**src/hdl/kwb_pkg.sv**
```systemverilog
// Package for the keystroke word buffer retyper: key codes, register map,
// configuration, command and result types shared by all modules.
// No dependencies.
package kwb_pkg;

	localparam int WORD_DEPTH_DEF = 8;
	localparam int CMD_DEPTH      = 2;
	localparam int CMD_PTR_W      = $clog2(CMD_DEPTH);
	localparam int CMD_CNT_W      = $clog2(CMD_DEPTH + 1);

	localparam int PADDR_W = 4;
	localparam int PDATA_W = 32;
	localparam int TIMEOUT_W = 22;

	localparam logic [1:0] REG_TOGGLE_FIRST  = 2'd0;
	localparam logic [1:0] REG_TOGGLE_SECOND = 2'd1;
	localparam logic [1:0] REG_IDLE_TIMEOUT  = 2'd2;

	localparam logic [7:0] TOGGLE_FIRST_RST  = 8'd164;
	localparam logic [7:0] TOGGLE_SECOND_RST = 8'd160;

	localparam logic [7:0] KEY_NONE   = 8'd0;
	localparam logic [7:0] KEY_BACK   = 8'd8;
	localparam logic [7:0] KEY_SHIFT  = 8'd16;
	localparam logic [7:0] KEY_CTRL   = 8'd17;
	localparam logic [7:0] KEY_ALT    = 8'd18;
	localparam logic [7:0] KEY_PAUSE  = 8'd19;
	localparam logic [7:0] KEY_LEFT   = 8'd37;
	localparam logic [7:0] KEY_LSHIFT = 8'd160;
	localparam logic [7:0] KEY_RSHIFT = 8'd161;
	localparam logic [7:0] KEY_LCTRL  = 8'd162;
	localparam logic [7:0] KEY_RCTRL  = 8'd163;
	localparam logic [7:0] KEY_LALT   = 8'd164;
	localparam logic [7:0] KEY_RALT   = 8'd165;
	localparam logic [7:0] KEY_DIGIT0 = 8'd48;
	localparam logic [7:0] KEY_LETZ   = 8'd90;
	localparam logic [7:0] KEY_NUM0   = 8'd96;
	localparam logic [7:0] KEY_DIVIDE = 8'd111;
	localparam logic [7:0] KEY_OEM1   = 8'd186;
	localparam logic [7:0] KEY_OEM7   = 8'd222;

	localparam logic RES_VERDICT = 1'b0;
	localparam logic RES_KEY     = 1'b1;

	typedef struct packed {
		logic [7:0]           toggle_first;
		logic [7:0]           toggle_second;
		logic [TIMEOUT_W-1:0] idle_timeout;
	} cfg_t;

	typedef struct packed {
		logic replay;
		logic pass_on;
	} cmd_t;

	typedef struct packed {
		logic       shift;
		logic [7:0] scan;
		logic [7:0] key;
	} word_entry_t;

	typedef struct packed {
		logic       last;
		logic       pass_on;
		logic       release_k;
		logic [7:0] scan;
		logic [7:0] key;
		logic       kind;
	} res_t;

	function automatic res_t make_key(logic [7:0] key, logic [7:0] scan, logic rel);
		res_t r;
		r.kind      = RES_KEY;
		r.key       = key;
		r.scan      = scan;
		r.release_k = rel;
		r.pass_on   = 1'b0;
		r.last      = 1'b0;
		return r;
	endfunction

	function automatic res_t make_verdict(logic pass);
		res_t r;
		r.kind      = RES_VERDICT;
		r.key       = KEY_NONE;
		r.scan      = 8'd0;
		r.release_k = 1'b0;
		r.pass_on   = pass;
		r.last      = 1'b1;
		return r;
	endfunction

endpackage

```
**src/hdl/kwb_front.sv**
```systemverilog
// Front end: accepts key events, tracks modifiers and the idle timer,
// keeps the word buffer (circular memory) and queues one command per event.
// Depends on kwb_pkg.
module kwb_front #(
	parameter int WORD_DEPTH = kwb_pkg::WORD_DEPTH_DEF,
	localparam int IDX_W = $clog2(WORD_DEPTH),
	localparam int LEN_W = $clog2(WORD_DEPTH + 1)
) (
	input  logic                clk,
	input  logic                arst_n,
	input  logic                in_valid,
	output logic                in_ready,
	input  logic [7:0]          in_key,
	input  logic [7:0]          in_scan,
	input  logic                in_down,
	input  logic [31:0]         in_time,
	input  kwb_pkg::cfg_t       cfg,
	output logic                push,
	output kwb_pkg::cmd_t       push_cmd,
	input  logic                push_ready,
	input  logic                replay_done,
	input  logic [IDX_W-1:0]    rd_idx,
	output kwb_pkg::word_entry_t rd_data,
	output logic [LEN_W-1:0]    word_len
);

	localparam int HALF = WORD_DEPTH / 2;

	kwb_pkg::word_entry_t mem [WORD_DEPTH];
	kwb_pkg::word_entry_t rd_data_q;

	logic [LEN_W-1:0] len_q;
	logic [IDX_W-1:0] base_q;
	logic             shift_q, ctrl_q, alt_q, busy_q;
	logic [31:0]      prev_time_q;

	logic             accept, shift_n, ctrl_n, alt_n, plain, tmo_on, tmo_hit;
	logic             any_mod, word_key, wr_en;
	logic [LEN_W-1:0] len_e, len_n, len_inc;
	logic [IDX_W-1:0] base_n, waddr;
	logic [31:0]      gap;

	function automatic logic [IDX_W-1:0] phys(logic [IDX_W-1:0] b, logic [IDX_W-1:0] off);
		logic [IDX_W:0] s;
		s = {1'b0, b} + {1'b0, off};
		if (s >= (IDX_W+1)'(WORD_DEPTH))
			s = s - (IDX_W+1)'(WORD_DEPTH);
		return s[IDX_W-1:0];
	endfunction

	assign in_ready = !busy_q && push_ready;
	assign accept   = in_valid && in_ready;
	assign push     = accept;
	assign word_len = len_q;
	assign rd_data  = rd_data_q;

	always_comb begin
		shift_n = shift_q;
		ctrl_n  = ctrl_q;
		alt_n   = alt_q;
		if (in_key == kwb_pkg::KEY_SHIFT || in_key == kwb_pkg::KEY_LSHIFT ||
				in_key == kwb_pkg::KEY_RSHIFT)
			shift_n = in_down;
		if (in_key == kwb_pkg::KEY_CTRL || in_key == kwb_pkg::KEY_LCTRL ||
				in_key == kwb_pkg::KEY_RCTRL)
			ctrl_n = in_down;
		if (in_key == kwb_pkg::KEY_ALT || in_key == kwb_pkg::KEY_LALT ||
				in_key == kwb_pkg::KEY_RALT)
			alt_n = in_down;

		plain    = (in_key == kwb_pkg::KEY_NONE) || !in_down;
		tmo_on   = cfg.idle_timeout != '0;
		gap      = in_time - prev_time_q;
		tmo_hit  = tmo_on && (gap >= {{(32-kwb_pkg::TIMEOUT_W){1'b0}}, cfg.idle_timeout});
		len_e    = tmo_hit ? '0 : len_q;
		len_inc  = len_e + LEN_W'(1);
		any_mod  = shift_n || ctrl_n || alt_n;
		word_key = (in_key >= kwb_pkg::KEY_DIGIT0 && in_key <= kwb_pkg::KEY_LETZ) ||
			(in_key >= kwb_pkg::KEY_NUM0 && in_key <= kwb_pkg::KEY_DIVIDE) ||
			(in_key >= kwb_pkg::KEY_OEM1 && in_key <= kwb_pkg::KEY_OEM7);

		len_n            = len_e;
		base_n           = base_q;
		wr_en            = 1'b0;
		waddr            = phys(base_q, len_e[IDX_W-1:0]);
		push_cmd.replay  = 1'b0;
		push_cmd.pass_on = 1'b1;

		if (plain) begin
			len_n = len_q;
		end else if (!any_mod && in_key == kwb_pkg::KEY_PAUSE) begin
			if (len_e != '0) begin
				push_cmd.replay  = 1'b1;
				push_cmd.pass_on = 1'b0;
			end
		end else if (shift_n && !ctrl_n && !alt_n && in_key == kwb_pkg::KEY_PAUSE) begin
			push_cmd.pass_on = 1'b0;
		end else if (in_key == kwb_pkg::KEY_BACK || in_key == kwb_pkg::KEY_LEFT) begin
			if (len_e != '0)
				len_n = len_e - LEN_W'(1);
		end else if (word_key && !ctrl_n && !alt_n) begin
			wr_en = 1'b1;
			len_n = len_inc;
			if (len_inc == LEN_W'(WORD_DEPTH)) begin
				base_n = phys(base_q, IDX_W'(WORD_DEPTH - HALF));
				len_n  = LEN_W'(HALF);
			end
		end else if (in_key[7:1] != kwb_pkg::KEY_LSHIFT[7:1]) begin
			len_n = '0;
		end
	end

	always_ff @(posedge clk or negedge arst_n) begin
		if (!arst_n) begin
			len_q       <= '0;
			base_q      <= '0;
			shift_q     <= 1'b0;
			ctrl_q      <= 1'b0;
			alt_q       <= 1'b0;
			busy_q      <= 1'b0;
			prev_time_q <= '0;
		end else begin
			if (replay_done)
				busy_q <= 1'b0;
			if (accept) begin
				shift_q <= shift_n;
				ctrl_q  <= ctrl_n;
				alt_q   <= alt_n;
				len_q   <= len_n;
				base_q  <= base_n;
				if (!plain && tmo_on)
					prev_time_q <= in_time;
				if (push_cmd.replay)
					busy_q <= 1'b1;
			end
		end
	end

	always_ff @(posedge clk) begin
		if (accept && wr_en)
			mem[waddr] <= '{shift: shift_n, scan: in_scan, key: in_key};
		rd_data_q <= mem[phys(base_q, rd_idx)];
	end

endmodule

```
**src/hdl/kwb_cmd_fifo.sv**
```systemverilog
// Short command queue between the front end and the replay sequencer.
// Depends on kwb_pkg.
module kwb_cmd_fifo (
	input  logic          clk,
	input  logic          arst_n,
	input  logic          push,
	input  kwb_pkg::cmd_t push_cmd,
	output logic          not_full,
	input  logic          pop,
	output logic          not_empty,
	output kwb_pkg::cmd_t head
);

	kwb_pkg::cmd_t                  slots [kwb_pkg::CMD_DEPTH];
	logic [kwb_pkg::CMD_PTR_W-1:0] wr_q, rd_q;
	logic [kwb_pkg::CMD_CNT_W-1:0] cnt_q;

	function automatic logic [kwb_pkg::CMD_PTR_W-1:0] nxt(
			logic [kwb_pkg::CMD_PTR_W-1:0] p);
		if (p == kwb_pkg::CMD_PTR_W'(kwb_pkg::CMD_DEPTH - 1))
			return '0;
		return p + kwb_pkg::CMD_PTR_W'(1);
	endfunction

	assign not_full  = cnt_q != kwb_pkg::CMD_CNT_W'(kwb_pkg::CMD_DEPTH);
	assign not_empty = cnt_q != '0;
	assign head      = slots[rd_q];

	always_ff @(posedge clk or negedge arst_n) begin
		if (!arst_n) begin
			wr_q  <= '0;
			rd_q  <= '0;
			cnt_q <= '0;
		end else begin
			if (push)
				wr_q <= nxt(wr_q);
			if (pop)
				rd_q <= nxt(rd_q);
			if (push && !pop)
				cnt_q <= cnt_q + kwb_pkg::CMD_CNT_W'(1);
			else if (pop && !push)
				cnt_q <= cnt_q - kwb_pkg::CMD_CNT_W'(1);
		end
	end

	always_ff @(posedge clk) begin
		if (push)
			slots[wr_q] <= push_cmd;
	end

endmodule

```
**src/hdl/kwb_back.sv**
```systemverilog
// Back end: takes queued commands, emits verdicts and walks the word buffer
// to replay it, at most one result word a cycle into the output register.
// Depends on kwb_pkg.
module kwb_back #(
	parameter int WORD_DEPTH = kwb_pkg::WORD_DEPTH_DEF,
	localparam int IDX_W = $clog2(WORD_DEPTH),
	localparam int LEN_W = $clog2(WORD_DEPTH + 1)
) (
	input  logic                 clk,
	input  logic                 arst_n,
	input  logic                 cmd_valid,
	input  kwb_pkg::cmd_t        cmd,
	output logic                 cmd_pop,
	input  kwb_pkg::cfg_t        cfg,
	input  logic [LEN_W-1:0]     word_len,
	output logic [IDX_W-1:0]     rd_idx,
	input  kwb_pkg::word_entry_t rd_data,
	output logic                 replay_done,
	output logic                 out_valid,
	input  logic                 out_ready,
	output kwb_pkg::res_t        out_res
);

	typedef enum logic [3:0] {
		S_IDLE, S_BS_DN, S_BS_UP, S_T1_DN, S_T2_DN, S_T2_UP, S_T1_UP,
		S_RD, S_SH_DN, S_K_DN, S_K_UP, S_SH_UP, S_VERDICT
	} state_t;

	state_t           state_q;
	logic [LEN_W-1:0] cnt_q;
	logic             out_valid_q, done_q;
	kwb_pkg::res_t    out_q;
	logic             out_free, cnt_end, load;
	logic [LEN_W-1:0] cnt_inc;

	assign out_free    = !out_valid_q || out_ready;
	assign cmd_pop     = (state_q == S_IDLE) && cmd_valid && out_free;
	assign cnt_inc     = cnt_q + LEN_W'(1);
	assign cnt_end     = cnt_inc == word_len;
	assign rd_idx      = cnt_q[IDX_W-1:0];
	assign replay_done = done_q;
	assign out_valid   = out_valid_q;
	assign out_res     = out_q;

	always_comb begin
		unique case (state_q) inside
			S_IDLE:  load = cmd_pop && !cmd.replay;
			S_SH_DN: load = out_free && rd_data.shift;
			S_BS_DN, S_BS_UP, S_T1_DN, S_T2_DN, S_T2_UP, S_T1_UP, S_K_DN, S_K_UP,
			S_SH_UP, S_VERDICT:
				load = out_free;
			default: load = 1'b0;
		endcase
	end

	always_ff @(posedge clk or negedge arst_n) begin
		if (!arst_n) begin
			state_q     <= S_IDLE;
			cnt_q       <= '0;
			out_valid_q <= 1'b0;
			done_q      <= 1'b0;
			out_q       <= '0;
		end else begin
			done_q <= (state_q == S_VERDICT) && out_free;
			if (load)
				out_valid_q <= 1'b1;
			else if (out_valid_q && out_ready)
				out_valid_q <= 1'b0;
			unique case (state_q)
				S_IDLE: begin
					if (cmd_pop) begin
						if (cmd.replay) begin
							cnt_q   <= '0;
							state_q <= S_BS_DN;
						end else begin
							out_q <= kwb_pkg::make_verdict(cmd.pass_on);
						end
					end
				end
				S_BS_DN: begin
					if (out_free) begin
						out_q   <= kwb_pkg::make_key(kwb_pkg::KEY_BACK, 8'd0, 1'b0);
						state_q <= S_BS_UP;
					end
				end
				S_BS_UP: begin
					if (out_free) begin
						out_q   <= kwb_pkg::make_key(kwb_pkg::KEY_BACK, 8'd0, 1'b1);
						cnt_q   <= cnt_inc;
						state_q <= cnt_end ? S_T1_DN : S_BS_DN;
					end
				end
				S_T1_DN: begin
					if (out_free) begin
						out_q   <= kwb_pkg::make_key(cfg.toggle_first, 8'd0, 1'b0);
						state_q <= (cfg.toggle_second != 8'd0) ? S_T2_DN : S_T1_UP;
					end
				end
				S_T2_DN: begin
					if (out_free) begin
						out_q   <= kwb_pkg::make_key(cfg.toggle_second, 8'd0, 1'b0);
						state_q <= S_T2_UP;
					end
				end
				S_T2_UP: begin
					if (out_free) begin
						out_q   <= kwb_pkg::make_key(cfg.toggle_second, 8'd0, 1'b1);
						state_q <= S_T1_UP;
					end
				end
				S_T1_UP: begin
					if (out_free) begin
						out_q   <= kwb_pkg::make_key(cfg.toggle_first, 8'd0, 1'b1);
						cnt_q   <= '0;
						state_q <= S_RD;
					end
				end
				S_RD: begin
					state_q <= S_SH_DN;
				end
				S_SH_DN: begin
					if (!rd_data.shift) begin
						state_q <= S_K_DN;
					end else if (out_free) begin
						out_q   <= kwb_pkg::make_key(kwb_pkg::KEY_SHIFT, 8'd0, 1'b0);
						state_q <= S_K_DN;
					end
				end
				S_K_DN: begin
					if (out_free) begin
						out_q   <= kwb_pkg::make_key(rd_data.key, rd_data.scan, 1'b0);
						state_q <= S_K_UP;
					end
				end
				S_K_UP: begin
					if (out_free) begin
						out_q <= kwb_pkg::make_key(rd_data.key, rd_data.scan, 1'b1);
						if (rd_data.shift) begin
							state_q <= S_SH_UP;
						end else begin
							cnt_q   <= cnt_inc;
							state_q <= cnt_end ? S_VERDICT : S_RD;
						end
					end
				end
				S_SH_UP: begin
					if (out_free) begin
						out_q   <= kwb_pkg::make_key(kwb_pkg::KEY_SHIFT, 8'd0, 1'b1);
						cnt_q   <= cnt_inc;
						state_q <= cnt_end ? S_VERDICT : S_RD;
					end
				end
				S_VERDICT: begin
					if (out_free) begin
						out_q   <= kwb_pkg::make_verdict(1'b0);
						state_q <= S_IDLE;
					end
				end
				default: state_q <= S_IDLE;
			endcase
		end
	end

endmodule

```
**src/hdl/keystroke_word_buffer_retyper_unit.sv**
```systemverilog
// Keystroke word buffer retyper: top level with register port and stream packing.
// A verdict-only event is written into the command queue, then the sequencer pops it into
// the output register. Throughput: one such event a cycle while the queue has room and the
// output is taken; a replay stalls the input until the sequencer has retyped the word and sent its verdict.
// Reset clears modifiers, word length, idle timer and queue; the word store is not cleared.
// Depends on kwb_pkg, kwb_front, kwb_cmd_fifo and kwb_back.
module keystroke_word_buffer_retyper_unit #(
	parameter int WORD_DEPTH = kwb_pkg::WORD_DEPTH_DEF
) (
	input  logic                        clk,
	input  logic                        arst_n,
	input  logic                        psel,
	input  logic                        penable,
	input  logic                        pwrite,
	input  logic [kwb_pkg::PADDR_W-1:0] paddr,
	input  logic [kwb_pkg::PDATA_W-1:0] pwdata,
	output logic [kwb_pkg::PDATA_W-1:0] prdata,
	output logic                        pready,
	input  logic                        s_axis_tvalid,
	output logic                        s_axis_tready,
	input  logic [47:0]                 s_axis_tdata,  // key_code, scan_code, time_ms
	input  logic                        s_axis_tuser,  // key_down
	output logic                        m_axis_tvalid,
	input  logic                        m_axis_tready,
	output logic [23:0]                 m_axis_tdata,  // out_key, out_scan, out_release, pass_on
	output logic                        m_axis_tuser,  // result_kind
	output logic                        m_axis_tlast   // last
);

	localparam int IDX_W = $clog2(WORD_DEPTH);
	localparam int LEN_W = $clog2(WORD_DEPTH + 1);

	kwb_pkg::cfg_t        cfg_q;
	kwb_pkg::cmd_t        push_cmd, head;
	kwb_pkg::word_entry_t rd_data;
	kwb_pkg::res_t        res;
	logic                 push, not_full, pop, not_empty, replay_done, wr;
	logic [IDX_W-1:0]     rd_idx;
	logic [LEN_W-1:0]     word_len;

	assign pready = 1'b1;
	assign wr     = psel && penable && pwrite && pready;

	always_ff @(posedge clk or negedge arst_n) begin
		if (!arst_n) begin
			cfg_q.toggle_first  <= kwb_pkg::TOGGLE_FIRST_RST;
			cfg_q.toggle_second <= kwb_pkg::TOGGLE_SECOND_RST;
			cfg_q.idle_timeout  <= '0;
		end else if (wr) begin
			case (paddr[3:2])
				kwb_pkg::REG_TOGGLE_FIRST:  cfg_q.toggle_first  <= pwdata[7:0];
				kwb_pkg::REG_TOGGLE_SECOND: cfg_q.toggle_second <= pwdata[7:0];
				kwb_pkg::REG_IDLE_TIMEOUT:
					cfg_q.idle_timeout <= pwdata[kwb_pkg::TIMEOUT_W-1:0];
				default: ;
			endcase
		end
	end

	always_comb begin
		unique case (paddr[3:2])
			kwb_pkg::REG_TOGGLE_FIRST:  prdata = {24'd0, cfg_q.toggle_first};
			kwb_pkg::REG_TOGGLE_SECOND: prdata = {24'd0, cfg_q.toggle_second};
			kwb_pkg::REG_IDLE_TIMEOUT:
				prdata = {{(kwb_pkg::PDATA_W-kwb_pkg::TIMEOUT_W){1'b0}}, cfg_q.idle_timeout};
			default: prdata = '0;
		endcase
	end

	kwb_front #(.WORD_DEPTH(WORD_DEPTH)) u_front (
		.clk        (clk),
		.arst_n     (arst_n),
		.in_valid   (s_axis_tvalid),
		.in_ready   (s_axis_tready),
		.in_key     (s_axis_tdata[7:0]),
		.in_scan    (s_axis_tdata[15:8]),
		.in_down    (s_axis_tuser),
		.in_time    (s_axis_tdata[47:16]),
		.cfg        (cfg_q),
		.push       (push),
		.push_cmd   (push_cmd),
		.push_ready (not_full),
		.replay_done(replay_done),
		.rd_idx     (rd_idx),
		.rd_data    (rd_data),
		.word_len   (word_len)
	);

	kwb_cmd_fifo u_fifo (
		.clk      (clk),
		.arst_n   (arst_n),
		.push     (push),
		.push_cmd (push_cmd),
		.not_full (not_full),
		.pop      (pop),
		.not_empty(not_empty),
		.head     (head)
	);

	kwb_back #(.WORD_DEPTH(WORD_DEPTH)) u_back (
		.clk        (clk),
		.arst_n     (arst_n),
		.cmd_valid  (not_empty),
		.cmd        (head),
		.cmd_pop    (pop),
		.cfg        (cfg_q),
		.word_len   (word_len),
		.rd_idx     (rd_idx),
		.rd_data    (rd_data),
		.replay_done(replay_done),
		.out_valid  (m_axis_tvalid),
		.out_ready  (m_axis_tready),
		.out_res    (res)
	);

	assign m_axis_tdata = {6'd0, res.pass_on, res.release_k, res.scan, res.key};
	assign m_axis_tuser = res.kind;
	assign m_axis_tlast = res.last;

endmodule
```
**config.mk**
```make
export PLATFORM = sky130hd
export DESIGN_NAME = keystroke_word_buffer_retyper_unit
export DESIGN_NICKNAME = d
export VERILOG_FILES = /design/src/hdl/kwb_pkg.sv /design/src/hdl/kwb_front.sv /design/src/hdl/kwb_cmd_fifo.sv /design/src/hdl/kwb_back.sv /design/src/hdl/keystroke_word_buffer_retyper_unit.sv
export SDC_FILE = /design/constraint.sdc
export NUM_CORES = 1
export LEC_CHECK = 0
export CAP_MARGIN = 10
export CORE_MARGIN = 3
export CORE_UTILIZATION = 69
export CTS_CLUSTER_SIZE = 10
export DETAILED_ROUTE_END_ITERATION = 8
export DONT_BUFFER_PORTS = 1
export PLACE_DENSITY_LB_ADDON = 0.08
export SETUP_SLACK_MARGIN = 0.05
export SLEW_MARGIN = 20
export SYNTH_ARGS = -nofsm -noshare
export SYNTH_HDL_FRONTEND = slang
export SYNTH_SLANG_ARGS = --single-unit
```
**constraint.sdc**
```tcl
create_clock -name clk -period 15.8 [get_ports clk]
set_input_delay 1.58 -clock clk [delete_from_list [all_inputs] [get_ports clk]]
set_output_delay 1.58 -clock clk [all_outputs]
set_load 0.01 [all_outputs]
```
==> impl_metrics.tcl, run 1 <==
set metrics [dict create \
    status "finished, final reports clean" \
    ir_drop_v 0.000114 \
    setup_ws_ns 8.95 \
    overflow 0 \
    start_kind "input pin" \
    synth_edf_count 140 \
    grt_max_degree 114 \
    fp.dieW_um 149 \
    crit_chain "inv_1 -> ha_1 -> inv_1 -> fa_1 -> a211oi_1 -> o21a_1 -> nor3_1 -> nor3_4 -> o21ai_0 -> xor2_1 -> ha_1 -> nand4_1 -> nor2_1 -> nand3_1 -> o221ai_1 -> a2111oi_0 -> nand4_1 -> nor4_4 -> a31oi_2 -> or3_1 -> nor2_1 -> buf_4" \
    ios 153 \
    timing.rr.end "u_front.mem[6][5]" \
    final_antenna_net_count 0 \
    grt_pass1_wl_mm 50.4 \
    finalWeightedCongestion 0.956 \
    worstHoldPathCells 2 \
    fin_nets 1380 \
    drive_above_1_share_pct 14.6 \
    arrival_ns 7.08 \
    drc_errors 0 \
    pre_cts_ws_ns 8.42 \
    drtIter0Drc 840 \
    setup-violations-final 0 \
    r2r_cells 21 \
    critPathTopFamily "simple AND/OR/NAND/NOR gates" \
    fin_crit_sh_pct 43.3 \
    critPathKind "input pin to flop" \
    hold_class "flop to flop" \
    ys_async_sr_fraction_pct 41.9 \
    setup_tns_ns 0 \
    numCtsBuffers 31 \
    critPathMaxStageDelay_ns 0.49 \
    dieArea_sq_um 22300 \
    numPortBuffers 0 \
    ys_ff_latch 270 \
    finish.utilization_pct 76.8 \
    routed-via-count 9788 \
    drv_cap 0 \
    end_kind "flop" \
    clk_path_buf_depth 3 \
    postCtsHoldBufs 0 \
    synth.avg_cell_area_sq_um 11.4 \
    leakage_nw 5.88 \
    first_global_vias 9346 \
    path_clk_slew_ns 0.05 \
    cp_slowest_cell "or3_1" \
    diodes 0 \
    synth_top_family_by_area "compound AO/OA/AOI/OAI gates" \
    min_to "u_back.out_res[13]" \
    worst-path-stages 22 \
    rrSetupSlack_ns 9.68 \
    seq_area_frac_synth_pct 52.0 \
    ys_types 86 \
    fin_crit_ns 6.85 \
    antenna_found_initial 2 \
    num_rows 51 \
    rsz0062_at_grt "no" \
    fp.dieH_um 149 \
    final.setup_skew_ns 0.0158 \
    synthCells 1239 \
    syn_area_sq_um 14200 \
    cp.buffers_inverters 3 \
    slew_headroom_pct 36.3 \
    synth-simple-area-share_pct 11.1 \
    power.density_nw_per_um2 177 \
    r2r-start "u_front.prev_time_q[0]" \
    cts.sinks 270 \
    yosysWarnings 0 \
    cts_htree_levels 1 \
    via_per_inst 6.44 \
    root_buffer "clkbuf_16" \
    start_util_pct 71.5 \
    hp-start "u_front.rd_data[12]" \
    synth_fa_ha_area_share_pct 5.24 \
    core_sq_um 19800 \
    yosys_most_used_dff "edfxtp_1" \
    worstPathMaxFanout 13 \
    drt_first_pass_iters 5 \
    cp.required_ns 16.03 \
    hold_viol_final 0 \
    max_freq_mhz 146 \
    syn_to_final_growth_pct 7.44 \
    cts_setup_buffers 0 \
    synth.mux.area_fraction_pct 11.8 \
    clock_latency_ns 0.55 \
    grtUsageTotal_pct 28.8 \
    worstMarginPinSlew_ns 0.956 \
    drt_wl_total_mm 32.1 \
    wl_per_cell_um 21.2 \
    cts_tree "yes" \
    slew_violations 0 \
    synth-xor-area-share_pct 2.47 \
    cts_resized 0 \
    hpwl_mm 22.0 \
    synth-compound-area-share_pct 12.8 \
]
stage by stage:
step	hold WS, ns	instances	area, sq um	power, mW
after global placement	0.423	1462	14400	2.02
after detailed placement	0.429	1462	14400	2.05
after global routing	0.472	1519	15200	2.87
final	0.434	1519	15200	2.70
after CTS	0.437	1519	15200	2.69
after floorplan	0.417	1254	14200	1.81
cell usage after synthesis, types with 14 or more instances:
master | number | area [sq um]
a21oi_1 | 76 | 380
nor2_1 | 54 | 203
o21ai_0 | 90 | 450
dfxtp_1 | 17 | 340
inv_1 | 77 | 289
buf_4 | 17 | 128
xnor2_1 | 22 | 193
and2_1 | 19 | 119
clkbuf_1 | 35 | 131
a31oi_1 | 14 | 87.6
edfxtp_1 | 140 | 4200
xor2_1 | 18 | 158
dfrtp_1 | 108 | 2700
nand2_1 | 131 | 492
mux2_2 | 71 | 800
nand3_1 | 16 | 80.1
mux4_2 | 34 | 766
ha_1 | 57 | 713
nand4_1 | 18 | 113
cell families after synthesis:
logic type               Yosys count
AO/OA/AOI/OAI                    284
multiplexers                     116
AND/OR/NAND/NOR                  318
flip-flops                       270
adder cells (fa/ha/maj)           59
other                              2
XOR/XNOR                          40
buffers and inverters            150
state kept, by name, indices dropped and copies added, names as in the netlist, 2 cells and up:
name	count
u_front.mem	136
cfg_q	38
u_front.prev_time_q	32
u_back.out_res	20
u_front.rd_data	17
u_back.cnt_q	4
u_back.state_q	4
u_fifo.slots	4
u_front.word_len	4
u_fifo.cnt_q	2
worst max path at each step:
stage	from	slack, ns	endpoint
6_report	s_axis_tdata[16]	8.95	u_front.mem[6][5]
5_1_grt	s_axis_tdata[16]	8.58	u_front.mem[6][10]
4_1_cts	s_axis_tdata[16]	8.97	u_front.mem[6][10]
3_5_place_dp	s_axis_tdata[16]	8.42	u_front.mem[6][0]
3_3_place_gp	s_axis_tdata[16]	8.53	u_front.mem[7][0]
2_1_floorplan	s_axis_tdata[18]	9.20	u_front.mem[5][0]
worst register-to-register path, delay by kind of cell (launching register included):
family	cells	cell delay, ns
XOR/XNOR	1	0.16
AO/OA/AOI/OAI	6	1.68
AND/OR/NAND/NOR	9	2.31
flip-flops	1	0.35
adder cells (fa/ha/maj)	3	0.88
buffers and inverters	2	0.40
routing by layer:
layer	global-route usage [%]	up-vias	share of wire, %
met1	42.9	4726	42
met4	5.90	2	2.0
met3	7.11	59	10
met5	0	-	0.040
li1	-	4529	-
met2	44.0	472	46
report_power, final:
group	switching [mW]	internal (mW)
Sequential	0.133	0.867
Combinational	0.615	0.452
Clock	0.267	0.365
Total	1.02	1.68
cell usage in the layout (no fill, tap or decap), types with 6 or more instances in the layout:
master / netlist / layout
edfxtp_1: 140 / 140
nand2_1: 131 / 131
dfrtp_1: 108 / 106
o21ai_0: 90 / 89
inv_1: 77 / 77
a21oi_1: 76 / 75
mux2_2: 71 / 71
ha_1: 57 / 57
nor2_1: 54 / 54
mux4_2: 34 / 34
clkbuf_16: 0 / 31
clkbuf_1: 35 / 23
xnor2_1: 22 / 22
and2_1: 19 / 19
nand4_1: 18 / 18
xor2_1: 18 / 18
conb_1: 2 / 17
dfxtp_1: 17 / 17
nand3_1: 16 / 16
buf_4: 17 / 14
nor4_1: 13 / 13
a31oi_1: 14 / 13
nand2b_1: 13 / 13
nor3_1: 12 / 11
mux2i_1: 11 / 11
a21o_1: 11 / 11
o21a_1: 9 / 9
nor2b_1: 8 / 8
o31ai_1: 7 / 7
o211ai_1: 6 / 6
a211o_1: 6 / 6
a22oi_1: 6 / 6
cell type report:
cell class,instances,area [sq um]
sequential,270,7380
clock buffer,54,862
inverter,79,297
timing repair buffer,14,105
fill,1250,4610
clock inverter,3,18.8
tap,265,332
multi-input combinational,834,6240
Power figures use the tool's default switching activity.
==> run 2: changes to the inputs <==
--- a/config.mk
+++ b/config.mk
@@ -7,7 +7,7 @@
 export LEC_CHECK = 0
 export CAP_MARGIN = 10
 export CORE_MARGIN = 3
-export CORE_UTILIZATION = 69
+export CORE_UTILIZATION = 64
 export CTS_CLUSTER_SIZE = 10
 export DETAILED_ROUTE_END_ITERATION = 8
 export DONT_BUFFER_PORTS = 1
==> constraint.sdc (replaced) <==
create_clock -name clk -period 6.9 [get_ports clk]
set_input_delay 0.69 -clock clk [delete_from_list [all_inputs] [get_ports clk]]
set_output_delay 0.69 -clock clk [all_outputs]
set_load 0.01 [all_outputs]
==> run 2 against run 1 <==
Compared with the run above:
- core utilization is 5.3 points lower
- clock-buffer cell count rose by 2
- register-to-register slack got worse by 8.5 ns
- design area grew 0.49%
- sequential power grew 130%
- combinational power rose by 130%
- cell count up 0.86%
- total power rose by 130%
- die area is 7.5% higher
- global-route usage fell by 2.2 points
- worst setup slack lost 7.8 ns
==> impl_metrics.tcl, run 2 (synthesis gave the netlist of run 1 again) <==
set metrics [dict create \
    status "finished, final reports clean" \
    critPathKind "flop to flop" \
    finish.utilization_pct 71.5 \
    drive_above_1_share_pct 14.8 \
    dieArea_sq_um 24000 \
    final_common_cell "edfxtp_1" \
    fin_crit_ns 5.74 \
    root_buffer "clkbuf_16" \
    fp.dieW_um 155 \
    worstMarginPinSlew_ns 0.940 \
    cts_htree_levels 1 \
    layout_common_cells "edfxtp_1, nand2_1, dfrtp_1, o21ai_0, inv_1" \
    r2r_cells 27 \
    pre_cts_ws_ns 0.870 \
    whs_ns 0.0898 \
    final_antenna_net_count 0 \
    max_freq_mhz 174 \
    routed-via-count 9674 \
    start_util_pct 66.2 \
    first_global_vias 9387 \
    grt_pass1_wl_mm 50.9 \
    setup_tns_ns 0 \
    drv_cap 0 \
    drt_wl_total_mm 32.1 \
    end_kind "flop" \
    drtIter0Drc 998 \
    antenna_found_initial 1 \
    cts.sinks 270 \
    timing.rr.end "u_front.word_len[2]" \
    critPathMaxStageDelay_ns 0.39 \
    p_switching_mw 2.33 \
    start_kind "flop" \
    startpoint "u_front.prev_time_q[8]" \
    path_clk_slew_ns 0.06 \
    drc_errors 0 \
    largest-register "u_front.mem" \
    largest_register_ffs 136 \
    ir_drop_v 0.000264 \
    place_area_sq_um 14400 \
    slew_violations 0 \
    drt_first_pass_iters 6 \
    syn_to_final_growth_pct 7.97 \
    slew_headroom_pct 37.4 \
    core_sq_um 21400 \
    cp.required_ns 7.37 \
    cp.buffers_inverters 1 \
    layoutNonFillerInstCount 1532 \
    hpwl_mm 22.0 \
    p_int_mw 3.87 \
    fin_nets 1382 \
    pwr-share-comb_pct 39.1 \
    power_frac_seq_pct 37.1 \
    p_sw_share_pct 37.6 \
    numCtsBuffers 31 \
    setup-violations-final 0 \
    r2r-start "u_front.prev_time_q[8]" \
    fin_area_sq_um 15300 \
    critPathTopFamily "compound AO/OA/AOI/OAI gates" \
    numPortBuffers 0 \
    clock_latency_ns 0.57 \
    final.setup_skew_ns 0.0161 \
    leakage_nw 5.90 \
    cp-endpoint "u_front.word_len[2]" \
    clock_power_share_pct 23.8 \
    ios 153 \
    rrSetupSlack_ns 1.16 \
    setup_ws_ns 1.16 \
    via_per_inst 6.31 \
    grt_max_degree 114 \
    fin_crit_sh_pct 83.2 \
    worst-path-stages 27 \
    overflow 0 \
    diodes 0 \
    fp.dieH_um 155 \
    cp_common_cell "a21oi_1" \
    grtUsageTotal_pct 26.6 \
    rsz0062_at_grt "no" \
    finalWeightedCongestion 0.938 \
    reg_top3 "u_front.mem (136), cfg_q (38), u_front.prev_time_q (32)" \
    clk_path_buf_depth 3 \
    cts_tree "yes" \
    placed_cells 1473 \
    arrival_ns 6.21 \
    power_mw 6.20 \
    hold_viol_final 0 \
    power.density_nw_per_um2 405 \
    cp_slowest_cell "ha_1" \
    num_rows 53 \
    cts_resized 0 \
    worstPathMaxFanout 9 \
    wl_per_cell_um 20.9 \
    hold_class "input pin to async pin" \
]
-- run 2: cell count changes in the layout (fill, tap and decap cells not counted) --
cell,delta
buf_4,+1
a21oi_1,-1
inv_16,+1
a21oi_2,+1
clkbuf_8,+1
clkbuf_1,+1
inv_6,-1
buf_16,+1
clkinv_2,-1
-- run 2: final cells by class --
class                           count  area, sq um
Clock buffer                       56          880
Clock inverter                      2         25.0
Fill cell                        1528         6100
Inverter                           79          297
Multi-Input combinational cell    834         6250
Sequential cell                   270         7380
Tap cell                          275          344
Timing Repair Buffer               16          140
-- run 2: worst min path at each step --
stage            from                     end  cells after the start
3_5_place_dp   arst_n       u_back.out_res[9]                      0
5_1_grt        arst_n      u_back.out_res[18]                      1
6_report       arst_n      u_back.out_res[18]                      1
2_1_floorplan  arst_n                cfg_q[0]                      0
4_1_cts        arst_n  u_front.prev_time_q[2]                      1
3_3_place_gp   arst_n      u_back.out_res[10]                      0
-- run 2: worst reg2reg max path, cell delays in order (launching register included) --
cell	delay [ns]
dfrtp_1	0.35
inv_1	0.05
ha_1	0.39
a21oi_1	0.22
o21ai_0	0.18
a21o_1	0.23
a211o_1	0.31
a21oi_1	0.33
o21ai_0	0.15
xor2_1	0.16
ha_1	0.31
nand4_1	0.10
nor2_1	0.07
nand3_1	0.14
o221ai_1	0.14
a2111oi_0	0.38
nand4_1	0.20
nor4_4	0.31
nand3_1	0.11
nand2_1	0.20
nand2_1	0.11
ha_1	0.29
nor2_1	0.20
nor2_1	0.08
a21oi_1	0.20
a21oi_1	0.06
a2bb2oi_1	0.15
o31ai_1	0.23
-- run 2: power groups by stage --
stage / sequential (mW) / clock, mW / combinational, mW
global placement: 2.31 / 0 / 2.32
finish: 2.30 / 1.47 / 2.42
CTS: 2.30 / 1.50 / 2.41
detailed placement: 2.33 / 0 / 2.37
floorplan: 2.15 / 0 / 2.00
global route: 2.34 / 1.57 / 2.71
-- run 2: metal layers --
metal  vias to the layer above  part of all wire, %  GRT usage, %
met5                         -                    0             0
met4                         0                  1.8          5.59
met3                        50                  8.1          5.76
met2                       360                   45          40.4
met1                      4728                   45          40.0
li1                       4536                    -             -
-- run 2: repair_timing --
| action | 4_1_cts | 5_1_grt |
|---|---|---|
| buffers inserted | 0 | 0 |
| endpoints found under the hold margin | 113 | 0 |
| hold buffers | 1 | 0 |
